`src/rtl/epm_pkg.sv`:
```
// ----------------------------------------------------------------------------
// epm_pkg
// Types and constants shared by the exact pattern matcher modules.
// ----------------------------------------------------------------------------
package epm_pkg;

  localparam int EPM_MAX_PATTERN_BYTES = 32;
  localparam int PATTERN_STORE         = 32;   // bytes held by the pattern registers
  localparam int PAT_WORDS             = 4;    // 64-bit pattern registers
  localparam int CFG_ADDR_W            = 6;
  localparam int CFG_DATA_W            = 64;
  localparam int LEN_W                 = 6;

  localparam logic [31:0] SAT32 = 32'hFFFF_FFFF;

  // register index, taken from paddr[5:3]
  localparam logic [2:0] REG_PAT_LOW      = 3'd0;
  localparam logic [2:0] REG_PAT_MID_LOW  = 3'd1;
  localparam logic [2:0] REG_PAT_MID_HIGH = 3'd2;
  localparam logic [2:0] REG_PAT_HIGH     = 3'd3;
  localparam logic [2:0] REG_PAT_LEN      = 3'd4;

  localparam logic [LEN_W-1:0] LEN_RESET = 6'd2;

  typedef struct packed {
    logic [7:0] text_byte;
    logic       last_of_text;
  } epm_in_t;

  typedef struct packed {
    logic        match_here;
    logic [31:0] match_start;
    logic [31:0] match_count;
  } epm_out_t;

  // configuration seen by the datapath
  typedef struct packed {
    logic [PATTERN_STORE-1:0][7:0] pattern;
    logic [LEN_W-1:0]              length;
  } epm_cfg_t;

  // per-cycle control broadcast along the cell chain
  typedef struct packed {
    logic       advance;
    logic       clear;
    logic [7:0] text_byte;
  } epm_step_t;

endpackage

```
`src/rtl/epm_cfg.sv`:
```
// ----------------------------------------------------------------------------
// epm_cfg
// APB register file: four 64-bit pattern words and the pattern length.
// ----------------------------------------------------------------------------
module epm_cfg
  import epm_pkg::*;
(
  input  logic                  clk,
  input  logic                  rst_n,
  input  logic                  psel,
  input  logic                  penable,
  input  logic                  pwrite,
  input  logic [CFG_ADDR_W-1:0] paddr,
  input  logic [CFG_DATA_W-1:0] pwdata,
  output logic [CFG_DATA_W-1:0] prdata,
  output epm_cfg_t              cfg
);

  logic [PAT_WORDS-1:0][63:0] pat_r;
  logic [LEN_W-1:0]           len_r;
  logic [2:0]                 reg_idx;
  logic                       wr_en;

  assign reg_idx = paddr[5:3];
  assign wr_en   = psel && penable && pwrite;

  always_ff @(posedge clk) begin
    if (!rst_n) begin
      pat_r <= '0;
      len_r <= LEN_RESET;
    end else if (wr_en) begin
      if (reg_idx inside {[REG_PAT_LOW:REG_PAT_HIGH]}) begin
        pat_r[reg_idx[1:0]] <= pwdata;
      end else if (reg_idx == REG_PAT_LEN) begin
        len_r <= pwdata[LEN_W-1:0];
      end
    end
  end

  always_comb begin
    case (reg_idx)
      REG_PAT_LOW:      prdata = pat_r[0];
      REG_PAT_MID_LOW:  prdata = pat_r[1];
      REG_PAT_MID_HIGH: prdata = pat_r[2];
      REG_PAT_HIGH:     prdata = pat_r[3];
      REG_PAT_LEN:      prdata = {{(CFG_DATA_W-LEN_W){1'b0}}, len_r};
      default:          prdata = '0;
    endcase
  end

  // word 0 byte 0 lands in pattern[0]
  assign cfg.pattern = pat_r;
  assign cfg.length  = len_r;

endmodule

```
`src/rtl/epm_cell.sv`:
```
// ----------------------------------------------------------------------------
// epm_cell
// One bit of the shift-and partial match vector with its byte comparator.
// ----------------------------------------------------------------------------
module epm_cell
  import epm_pkg::*;
(
  input  logic      clk,
  input  logic      rst_n,
  input  epm_step_t step,
  input  logic [7:0] pat_byte,
  input  logic      enable,     // cell lies inside the active pattern length
  input  logic      carry_in,   // neighbor's bit from the previous byte
  output logic      match_nxt,
  output logic      match_r
);

  assign match_nxt = carry_in && enable && (pat_byte == step.text_byte);

  always_ff @(posedge clk) begin
    if (!rst_n) begin
      match_r <= 1'b0;
    end else if (step.advance) begin
      match_r <= step.clear ? 1'b0 : match_nxt;
    end
  end

endmodule

```
`src/rtl/exact_pattern_matcher.sv`:
```
// ----------------------------------------------------------------------------
// exact_pattern_matcher
// Streaming exact string matcher: one text byte per transaction, reports
// every (overlapping) occurrence of a 2..32 byte pattern.
// ----------------------------------------------------------------------------
//  channel | direction | handshake             | payload
//  in_     | input     | in_valid / in_stall   | epm_in_t  (text_byte, last_of_text)
//  out_    | output    | out_valid / out_stall | epm_out_t (match_here, start, count)
//  apb     | input     | psel/penable/pready   | 64-bit registers at 8*index
//
//  One byte per cycle while in_stall is low; each result is registered and appears
//  in the cycle after its byte is accepted. The rate is set by the combinational
//  shift-and step through the cell chain plus the 32-bit position and count adders
//  feeding the output register. Reset (synchronous, rst_n low) clears match state
//  and loads length 2. A held result stalls the input only while out_stall is high.
// ----------------------------------------------------------------------------
module exact_pattern_matcher
  import epm_pkg::*;
#(
  parameter int MAX_PATTERN_BYTES = EPM_MAX_PATTERN_BYTES
) (
  input  logic                  clk,
  input  logic                  rst_n,
  input  logic                  in_valid,
  output logic                  in_stall,
  input  epm_in_t               in_data,
  output logic                  out_valid,
  input  logic                  out_stall,
  output epm_out_t              out_data,
  input  logic                  psel,
  input  logic                  penable,
  input  logic                  pwrite,
  input  logic [CFG_ADDR_W-1:0] paddr,
  input  logic [CFG_DATA_W-1:0] pwdata,
  output logic [CFG_DATA_W-1:0] prdata,
  output logic                  pready
);

  localparam int NCELL = (MAX_PATTERN_BYTES < PATTERN_STORE) ? MAX_PATTERN_BYTES
                                                             : PATTERN_STORE;
  localparam int IDX_W = $clog2(NCELL);
  localparam logic [LEN_W-1:0] LEN_CAP = LEN_W'(NCELL);

  epm_cfg_t         cfg;
  epm_step_t        step;
  logic [IDX_W-1:0] last_idx;     // active length minus one
  logic [NCELL-1:0] vec_r;
  logic [NCELL-1:0] vec_nxt;
  logic [NCELL-1:0] cell_en;
  logic             accept;
  logic             hit;
  logic [31:0]      pos_r, pos_nxt;
  logic [31:0]      cnt_r, cnt_nxt;
  logic             out_valid_r, out_valid_nxt;
  epm_out_t         out_data_r, out_data_nxt;

  assign pready = 1'b1;

  epm_cfg u_cfg (
    .clk     (clk),
    .rst_n   (rst_n),
    .psel    (psel),
    .penable (penable),
    .pwrite  (pwrite),
    .paddr   (paddr),
    .pwdata  (pwdata),
    .prdata  (prdata),
    .cfg     (cfg)
  );

  always_comb begin
    if (cfg.length < LEN_W'(2)) begin
      last_idx = IDX_W'(1);
    end else if (cfg.length > LEN_CAP) begin
      last_idx = IDX_W'(NCELL - 1);
    end else begin
      last_idx = IDX_W'(cfg.length - LEN_W'(1));
    end
  end

  assign in_stall = out_valid_r && out_stall;
  assign accept   = in_valid && !in_stall;

  assign step.advance   = accept;
  assign step.clear     = in_data.last_of_text;
  assign step.text_byte = in_data.text_byte;

  for (genvar k = 0; k < NCELL; k++) begin : g_cell
    assign cell_en[k] = (IDX_W'(k) <= last_idx);

    epm_cell u_cell (
      .clk       (clk),
      .rst_n     (rst_n),
      .step      (step),
      .pat_byte  (cfg.pattern[k]),
      .enable    (cell_en[k]),
      .carry_in  ((k == 0) ? 1'b1 : vec_r[(k == 0) ? 0 : k-1]),
      .match_nxt (vec_nxt[k]),
      .match_r   (vec_r[k])
    );
  end

  assign hit = vec_nxt[last_idx];

  always_comb begin
    cnt_nxt = (hit && (cnt_r != SAT32)) ? cnt_r + 32'd1 : cnt_r;
    pos_nxt = (pos_r != SAT32) ? pos_r + 32'd1 : pos_r;

    out_data_nxt.match_here  = hit;
    out_data_nxt.match_start = hit ? pos_r - 32'(last_idx) : 32'd0;
    out_data_nxt.match_count = cnt_nxt;

    if (accept) begin
      out_valid_nxt = 1'b1;
    end else if (!out_stall) begin
      out_valid_nxt = 1'b0;
    end else begin
      out_valid_nxt = out_valid_r;
    end
  end

  always_ff @(posedge clk) begin
    if (!rst_n) begin
      pos_r       <= '0;
      cnt_r       <= '0;
      out_valid_r <= 1'b0;
    end else begin
      out_valid_r <= out_valid_nxt;
      if (accept) begin
        pos_r <= in_data.last_of_text ? 32'd0 : pos_nxt;
        cnt_r <= in_data.last_of_text ? 32'd0 : cnt_nxt;
      end
    end
  end

  always_ff @(posedge clk) begin
    if (accept) begin
      out_data_r <= out_data_nxt;
    end
  end

  assign out_valid = out_valid_r;
  assign out_data  = out_data_r;

endmodule

```
`config.mk`:
```
export PLATFORM = sky130hd
export DESIGN_NAME = exact_pattern_matcher
export DESIGN_NICKNAME = d
export VERILOG_FILES = /design/src/rtl/epm_pkg.sv /design/src/rtl/epm_cfg.sv /design/src/rtl/epm_cell.sv /design/src/rtl/exact_pattern_matcher.sv
export SDC_FILE = /design/constraint.sdc
export NUM_CORES = 1
export LEC_CHECK = 0
export BUFFER_PORTS_ARGS = -buffer_cell sky130_fd_sc_hd__clkbuf_2
export CAP_MARGIN = 30
export CORE_UTILIZATION = 54
export DETAILED_ROUTE_END_ITERATION = 16
export PLACE_DENSITY = 0.83
export SLEW_MARGIN = 20
export SYNTH_ARGS = -nofsm -noshare
export SYNTH_HDL_FRONTEND = slang
export SYNTH_SLANG_ARGS = --single-unit
```
`constraint.sdc`:
```
create_clock -name clk -period 4.3 [get_ports clk]
set_input_delay 1.075 -clock clk [delete_from_list [all_inputs] [get_ports clk]]
set_output_delay 1.075 -clock clk [all_outputs]
set_load 0.01 [all_outputs]
```
# Yosys cells after proc, flatten, opt, wreduce, memory -nomap -nowiden
# Cells that the tools add are included.
[op_classes]
addsub = 4
order_cmp = 39
eq_ne = 39
muxes = 45
n_bitwise = 1
n_reduce_logical = 76
[ops]
columns = ["op", "n"]
rows = [
  ["case mux 64 bit (5 select lines)", 1],
  ["bitwise mux 256 bit", 1],
  ["== test 8 bit", 32],
  ["demux 64 bit (select 2 bit)", 1],
  ["2-to-1 mux 32 bit", 4],
  ["<= comparator 5 bit (first input constant)", 16],
  ["logical AND 1 bit", 70],
  ["adder 32 x 1 -> 32 bit (second input constant)", 2],
  ["2-to-1 mux 64 bit", 1],
  ["!= test 32 bit (second input constant)", 2],
  ["<= comparator 4 x 5 -> 1 bit (first input constant)", 8],
  ["2-to-1 mux 1 bit", 34],
  ["subtractor 32 x 5 -> 32 bit", 1],
  ["<= comparator 3 x 5 -> 1 bit (first input constant)", 4],
  ["<= comparator 1 x 5 -> 1 bit (first input constant)", 2],
  ["<= comparator 2 x 5 -> 1 bit (first input constant)", 2],
  ["2-to-1 mux 5 bit", 2],
  ["== test 3 x 2 -> 1 bit (second input constant)", 2],
  ["> comparator 6 bit (second input constant)", 1],
  ["< comparator 5 x 6 -> 1 bit (second input constant)", 1],
  ["< comparator 6 x 2 -> 1 bit (second input constant)", 1],
  ["binary-select mux 1 bit (select 5 bit)", 1],
  ["subtractor 5 x 1 -> 5 bit (second input constant)", 1],
  ["AND reduction 2 bit", 2],
  ["other kinds (12)", 12],
]
[word_totals]
register_bits = 423
input_bits = 86
word_cells = 246

# Longest topological paths before layout
# Gate-level depths: netlist of the first run.
[logic_depth]
ltp_word = 11
ltp_mapped = 18

# Modules after synthesis
# A second synthesis of the first run with hierarchy kept.
[unflattened]
cells_unflattened = 2495
area_unflattened_um2 = 23916.7
[by_module_without_submodules]
columns = ["module", "n_inst", "cells_per_inst", "area_per_inst_um2", "seq_area_each_um2"]
rows = [
  ["epm_cfg", 1, 1093, 11656.2, 5245.0],
  ["exact_pattern_matcher", 1, 858, 7536.0, 3253.1],
  ["epm_cell", 32, 17, 147.6, 20.0],
]

# Least setup slack after synthesis of the first run
# Ideal clock, no wire load.
[synth_path]
kind = "in2reg"
startpoint = "input out_stall"
endpoint = "register cnt_r[2]"
setup_time_ns = 0.116
t_arrival_ns = 4.114
required_ns = 4.184
path_slack_ns = 0.070
cell_stages = 7
cell_sequence = "nand2_1 > nand2_1 > clkbuf_1 > inv_1 > clkbuf_1 > a41oi_1 > o21a_1"
[synth_via]
elab_chain_cells = 3
[synth_lines]
columns = ["element", "line", "source"]
rows = [
  ["start: declaration", "exact_pattern_matcher.sv:28", "input logic out_stall,"],
  ["logical AND 1 bit", "exact_pattern_matcher.sv:81", "assign in_stall = out_valid_r && out_stall;"],
  ["zero test 1 bit", "exact_pattern_matcher.sv:82", "assign accept = in_valid && !in_stall;"],
  ["logical AND 1 bit", "exact_pattern_matcher.sv:82", ""],
  ["net accept", "exact_pattern_matcher.sv:50", "logic accept;"],
  ["end signal: assignment", "exact_pattern_matcher.sv:131", "cnt_r <= in_data.last_of_text ? 32'd0 : cnt_nxt;"],
  ["end: declaration", "exact_pattern_matcher.sv:53", "logic [31:0] cnt_r, cnt_nxt;"],
]
# The timed path passes the listed nets, and every way through them passes these cells.
# A chain may end at the register's enable or synchronous reset.

# Worst setup path after layout of the first run
[layout_path]
startpoint = "register u_cfg.len_r[0]"
endpoint = "register out_data_r (netlist bit out_data[62]) (data pin)"
[layout_via]
elab_chain_cells = 8
[layout_lines]
columns = ["element", "line", "source"]
rows = [
  ["start: declaration", "epm_cfg.sv:20", "logic [LEN_W-1:0] len_r;"],
  ["start signal: assignment", "epm_cfg.sv:35", "len_r <= pwdata[LEN_W-1:0];"],
  ["subtractor 5 x 1 -> 5 bit or > comparator 6 bit (tied branches)", "exact_pattern_matcher.sv:77, exact_pattern_matcher.sv:74", ""],
  ["2-to-1 mux 5 bit", "exact_pattern_matcher.sv:74", "end else if (cfg.length > LEN_CAP) begin"],
  ["2-to-1 mux 5 bit *", "exact_pattern_matcher.sv:72", "if (cfg.length < LEN_W'(2)) begin"],
  ["<= comparator 1 x 5 -> 1 bit, or another cell as far along", "exact_pattern_matcher.sv:89", "assign cell_en[k] = (IDX_W'(k) <= last_idx);"],
  ["logical AND 1 bit (2 in series)", "epm_cell.sv:18", "assign match_nxt = carry_in && enable && (pat_byte == step.text_byte);"],
  ["binary-select mux 1 bit (select 5 bit)", "exact_pattern_matcher.sv:103", "assign hit = vec_nxt[last_idx];"],
  ["2-to-1 mux 1 bit (implied by the code)", "exact_pattern_matcher.sv:103", ""],
  ["end signal: assignment", "exact_pattern_matcher.sv:138", "out_data_r <= out_data_nxt;"],
  ["end: declaration", "exact_pattern_matcher.sv:55", "epm_out_t out_data_r, out_data_nxt;"],
]
# Every way passes the cells marked *; elsewhere a longest branch is shown, timed or not. The select of a mux whose other input is x is not followed.

==> flow_metrics.tcl, run 1 <==
set metrics [dict create \
    drv_slew 0 \
    synth_seq_cells 423 \
    cp.arrival_ps 4390 \
    cts_sinks 423 \
    grt_setup_unrepaired "no" \
    setup_tns_ps 0 \
    viasPerCell 6.146 \
    overflow 0 \
    timing_hold_violations_final 0 \
    relSlewSlack_pct 33.77 \
    cts_resized 0 \
    synth_edf_count 65 \
    yosysMostFrequentCell "nand2_1" \
    synthTopCellsByCount "723 x nand2_1, 358 x dfxtp_1, 307 x a21oi_1" \
    grt_max_degree 142 \
    cts_setup_buffers 0 \
    dieArea_sq_mm 0.04188 \
    period_needed_ps 4058 \
    coreArea_sq_mm 0.04010 \
    worst-path-stages 17 \
    layout-drive-gt1-share_pct 14.14 \
    dieWidth_um 204.6 \
    async_flop_share_pct 0 \
    die_y_um 204.6 \
    ys.flop_type "dfxtp_1" \
    syn_nets 2915 \
    drt_pass1_iterations 6 \
    ir_worst_vdd_mv 0.3318 \
    grt_use_met2_pct 54.40 \
    fin_util_pct 64.24 \
    required_ps 4630 \
    tightest_slew_ps 993.5 \
    cp_max_fo 9 \
    setup_viol 0 \
    avgSynthCellArea_sq_um 7.863 \
    area_delta_synth_final_pct 16.17 \
    cts.clk_slew.worst_paths_ps 60 \
    num_antenna_cells 0 \
    synth_top_area_share_pct 32.32 \
    dp_hpwl_um 45870 \
    ys_types 69 \
    ctsHoldBuffers 0 \
    cts_tree "yes" \
    clockRootBuffer "clkbuf_16" \
    drt_iter0_drc 2527 \
    design.portCount 218 \
    initial_utilization_pct 55.30 \
    grt_use_met3_pct 5.091 \
    cap_violations 0 \
    synthTopCellsByArea "dfxtp_1 32%, nand2_1 12%, xnor2_1 10%" \
    std_cell_rows 73 \
    hp-class "register to register" \
    dr_total_vias 21786 \
    crit_type "register to register" \
    min_path_cells 2 \
    antenna_found_initial 1 \
    crit_top_cell "nor2_1" \
    post-route-period-util_pct 94.38 \
    synthCells 2820 \
    cp_slowest_cell "o21ai_1" \
    dpl_cell_area_sq_mm 0.02424 \
    clk_latency_ps 580 \
    fmax_mhz 246.4 \
    finalInstanceArea_sq_mm 0.02576 \
    critPathLaunchType "register" \
    clockBufferDepth 3 \
    status "completed" \
    reg2regPathDepth 17 \
    yosys_warnings 0 \
    io_buffers 213 \
    numCtsBuffers 45 \
    post-route-drc-count 0 \
    grt_use_total_pct 33.33 \
    skew_ps 19.16 \
    power.density_mw_per_mm2 342.3 \
    place.gp.congestion 0.9539 \
    ys_seq_area_share_pct 41.12 \
    cp-end-kind "register" \
    detail-route-antenna-nets 0 \
    busiest_layer "met2" \
    totalWireLength_um 70890 \
    use_met1_pct 42.92 \
    yosysTopAreaCell "dfxtp_1" \
    syn_area_sq_mm 0.02217 \
    power.leakage_nw 9.225 \
    htree_levels 2 \
    final_nets 3079 \
    critPathMaxStageDelay_ps 410 \
    cpLargestDelayFamily "simple AND/OR/NAND/NOR gates" \
    cp.buffers_inverters 3 \
    routedWlPerCell_um 20.00 \
    path_cells "inv_2 -> ha_1 -> buf_4 -> xnor2_1 -> nor2_1 -> o21ai_1 -> ha_1 -> nand2_1 -> nor2_1 -> o21a_1 -> o21ai_0 -> nand4_1 -> buf_4 -> or3_1 -> nor4_1 -> xnor2_1 -> nor2_1" \
    grt_pass1_vias 20681 \
    grt_pass1_wl_um 110800 \
]
[stage by stage]
stage	hold slack [ps]	instances	worst slack [ps]	power (W)
floorplan	432.1	2820	70.45	0.004614
global placement	439.9	3460	125.9	0.004899
detailed placement	448.9	3460	174.0	0.004913
CTS	456.8	3543	237.1	0.008825
global route	483.2	3545	68.34	0.009065
finish	452.5	3545	241.6	0.008816
[layout make-up]
| class | instances | area [sq um] |
|---|---|---|
| timing repair buffer | 331 | 2240 |
| sequential | 423 | 9119 |
| tap | 525 | 656.9 |
| multi-input combinational | 2155 | 12130 |
| clock inverter | 12 | 135.1 |
| clock buffer | 71 | 1366 |
| inverter | 28 | 113.9 |
| fill | 3316 | 14340 |
[per-layer routing]
layer	vias up	part of all wire, %	wire length [um]
met3	269	10	7258
met1	10185	39	27470
li1	10022	-	-
met2	1308	47	33060
met5	-	0.018	13
met4	2	4.4	3087
[state kept, by name (all words and copies together), names as in the netlist]
name and flops:
cnt_r 32, g_cell.u_cell.match_r 31, out_data 65, out_valid 1, pos_r 32, u_cfg.cfg 256
u_cfg.len_r 6
[worst register-to-register path: stages, from the launching register on]
cell     delay (ps)
dfxtp_1         320
inv_2           100
ha_1            330
buf_4           230
xnor2_1         150
nor2_1           80
o21ai_1         410
ha_1            360
nand2_1         100
nor2_1           60
o21a_1          180
o21ai_0         310
nand4_1         140
buf_4           190
or3_1           380
nor4_1          260
xnor2_1         170
nor2_1           50
[kinds of logic (layout without fill, tap and decap cells)]
| kind of cell | after synthesis | in the layout | synth area share, % |
|---|---|---|---|
| AND/OR/NAND/NOR | 1208 | 1208 | 23.80 |
| multiplexers | 13 | 13 | 0.6433 |
| AO/OA/AOI/OAI | 588 | 588 | 16.17 |
| adder cells (fa/ha/maj) | 9 | 9 | 0.5417 |
| flip-flops | 423 | 423 | 41.12 |
| XOR/XNOR | 336 | 336 | 13.27 |
| other | 1 | 1 | 0.01691 |
| buffers and inverters | 242 | 442 | 4.435 |
[cell usage in the layout (no fill, tap or decap), types with 10 or more instances in the layout]
cell type / synthesis / routed
nand2_1: 723 / 718
dfxtp_1: 358 / 358
a21oi_1: 307 / 307
xnor2_1: 253 / 253
clkbuf_2: 0 / 213
nor2_1: 152 / 150
a22oi_1: 123 / 123
buf_4: 5 / 95
nand3_1: 86 / 86
xor2_1: 83 / 83
edfxtp_1: 65 / 65
nor3_1: 56 / 52
nand4_1: 51 / 51
clkbuf_16: 0 / 47
o21ai_0: 43 / 43
nor4_1: 34 / 33
a31oi_1: 24 / 24
inv_1: 25 / 23
buf_12: 0 / 23
and3_1: 20 / 20
or4_1: 19 / 19
or3_1: 18 / 18
o211ai_1: 16 / 16
clkbuf_1: 160 / 14
mux2i_1: 12 / 12
nor2b_1: 12 / 12
clkbuf_8: 0 / 10
[where the power goes]
group | total [W] | switching (W) | internal (W)
registers | 0.00410 | 0.0000318 | 0.00407
clock network | 0.00397 | 0.00161 | 0.00235
logic | 0.000748 | 0.000486 | 0.000262
total | 0.00882 | 0.00213 | 0.00669
[path summary, 6_finish.rpt]
check	start	end	slack (ps)
min	g_cell[16].u_cell.match_r	g_cell[16].u_cell.match_r	450
min reg2reg	g_cell[16].u_cell.match_r	g_cell[16].u_cell.match_r	450
max	u_cfg.len_r[0]	out_data[62]	240
max reg2reg	u_cfg.len_r[0]	out_data[62]	240
Power figures use the tool's default switching activity.
==> run 2, diff against run 1 <==
Settings changed: PLACE_DENSITY 0.83 to 0.81.
==> run 2 against run 1 <==
Net effect:
- power fell by 0.93%
- combinational power fell by 2%
- critical path type unchanged
- largest cell class unchanged
- critical path depth fell by 6
- flip-flop and latch count did not move
- cell area fell by 0.52%
- critical endpoint is now cnt_r[1]
- via count fell by 0.68%
- first-iteration DRC count fell by 13%
- hold slack improved by 4.8 ps
- non-clock buffer count fell by 14
- clock power fell by 2%
- global-route usage fell by 0.44 points
==> flow_metrics.tcl, run 2 (synthesis results as in run 1) <==
set metrics [dict create \
    status "completed" \
    power_switching_w 0.002151 \
    hp-class "register to register" \
    antenna_found_initial 3 \
    power.leakage_nw 9.152 \
    coreArea_sq_mm 0.04010 \
    io_buffers 213 \
    cpLargestDelayFamily "compound AO/OA/AOI/OAI gates" \
    cts_tree "yes" \
    p_comb_share_pct 8.4 \
    cp.arrival_ps 4540 \
    ctsHoldBuffers 0 \
    grt_use_total_pct 32.89 \
    drt_pass1_iterations 7 \
    tightest_slew_ps 1060 \
    num-fill-cells 3373 \
    critPathMaxStageDelay_ps 830 \
    hold_start "g_cell[26].u_cell.match_r" \
    cp.buffers_inverters 2 \
    critPathLaunchType "register" \
    drt_iter0_drc 2197 \
    placed_cells 3448 \
    place.gp.congestion 0.9712 \
    cp_max_fo 14 \
    cp_slowest_cell "o21ai_1" \
    routedWlPerCell_um 19.86 \
    layout-drive-gt1-share_pct 14.04 \
    dp_hpwl_um 46430 \
    fin_total_pwr_w 0.008735 \
    drv_slew 0 \
    area_delta_synth_final_pct 15.57 \
    seq_power_share_pct 47.0 \
    power.density_mw_per_mm2 340.9 \
    mostFrequentLayoutCell "nand2_1" \
    cts_sinks 423 \
    timing_hold_violations_final 0 \
    grt_max_degree 169 \
    post-route-drc-count 0 \
    dieArea_sq_mm 0.04188 \
    required_ps 4740 \
    clockBufferDepth 3 \
    startpoint "u_cfg.len_r[0]" \
    cts_resized 0 \
    final_cell_count_no_fill 3532 \
    largest_reg_flops 256 \
    overflow 0 \
    cts.clk_slew.worst_paths_ps 60 \
    final_nets 3065 \
    initial_utilization_pct 55.30 \
    numCtsBuffers 45 \
    crit_type "register to register" \
    post-route-period-util_pct 95.36 \
    layout_common_cells "718 x nand2_1, 358 x dfxtp_1, 307 x a21oi_1" \
    totalWireLength_um 70160 \
    viasPerCell 6.126 \
    design.portCount 218 \
    internal-power_w 0.006584 \
    detail-route-antenna-nets 0 \
    die_y_um 204.6 \
    path_cells "inv_2 -> ha_1 -> o41ai_1 -> a2bb2oi_1 -> o21ai_1 -> nor3_1 -> a2111oi_0 -> a22o_2 -> buf_4 -> nor2_1 -> o311ai_0" \
    cap_violations 0 \
    cts_setup_buffers 0 \
    dr_total_vias 21638 \
    grt_pass1_wl_um 109700 \
    swShare_pct 24.63 \
    relSlewSlack_pct 28.89 \
    clockRootBuffer "clkbuf_16" \
    htree_levels 2 \
    fmax_mhz 243.9 \
    setup_viol 0 \
    p_clk_share_pct 44.6 \
    skew_ps 24.36 \
    r2r-start "u_cfg.len_r[0]" \
    grt_setup_unrepaired "no" \
    std_cell_rows 73 \
    period_needed_ps 4101 \
    cp-end-kind "register" \
    grt_pass1_vias 20645 \
    dieWidth_um 204.6 \
    clk_latency_ps 590 \
    ir_worst_vdd_mv 0.2897 \
]
run 2: cell type report:
class,instances,area [sq um],area share [%]
diodes,1,2.502,0.009765
clock buffers,61,1309,5.107
clock inverters,22,175.2,0.6836
inverters,28,113.9,0.4443
multi-input cells,2155,12130,47.33
flip-flops and latches,423,9119,35.58
well taps,525,656.9,2.563
repair buffers,317,2122,8.281
run 2: metal layers:
| layer | GRT usage [%] | vias to the layer above | part of all wire [%] |
|---|---|---|---|
| li1 | - | 9989 | - |
| met1 | 41.74 | 10101 | 39 |
| met2 | 54.08 | 1308 | 47 |
| met3 | 5.377 | 238 | 10 |
| met4 | 16.10 | 2 | 4.0 |
| met5 | 0 | - | 0.013 |
run 2: worst min-delay path: stages, from the launching register on:
cell and delay, ps:
dfxtp_1 310, nand2_1 50, a21oi_1 50
run 2: per-stage QoR:
step / utilization, % / instance area, sq um / setup slack [ps] / TNS (ps) / hold slack (ps)
finish: 63.91 / 25630 / 199.5 / 0 / 457.3
floorplan: - / 22170 / 70.45 / 0 / 432.1
global placement: 60.20 / 24140 / 112.4 / 0 / 440.7
CTS: 63.90 / 25620 / 346.1 / 0 / 455.9
detailed placement: 60.20 / 24140 / -30.28 / -30.28 / 445.4
global route: 63.90 / 25620 / 70.99 / 0 / 488.4
run 2: final timing paths:
path	to	depth (start not counted)	slack [ps]
min reg2reg	g_cell[26].u_cell.match_r	2	460
min	g_cell[26].u_cell.match_r	2	460
max	cnt_r[1]	11	200
max reg2reg	cnt_r[1]	11	200
run 2: power by group through the flow:
stage	Combinational (W)	Clock (W)	Sequential [W]
after floorplan	0.000411	0	0.00420
after global placement	0.000707	0	0.00419
after detailed placement	0.000717	0	0.00419
after CTS	0.000722	0.00393	0.00410
after global routing	0.000781	0.00408	0.00411
final	0.000735	0.00390	0.00410
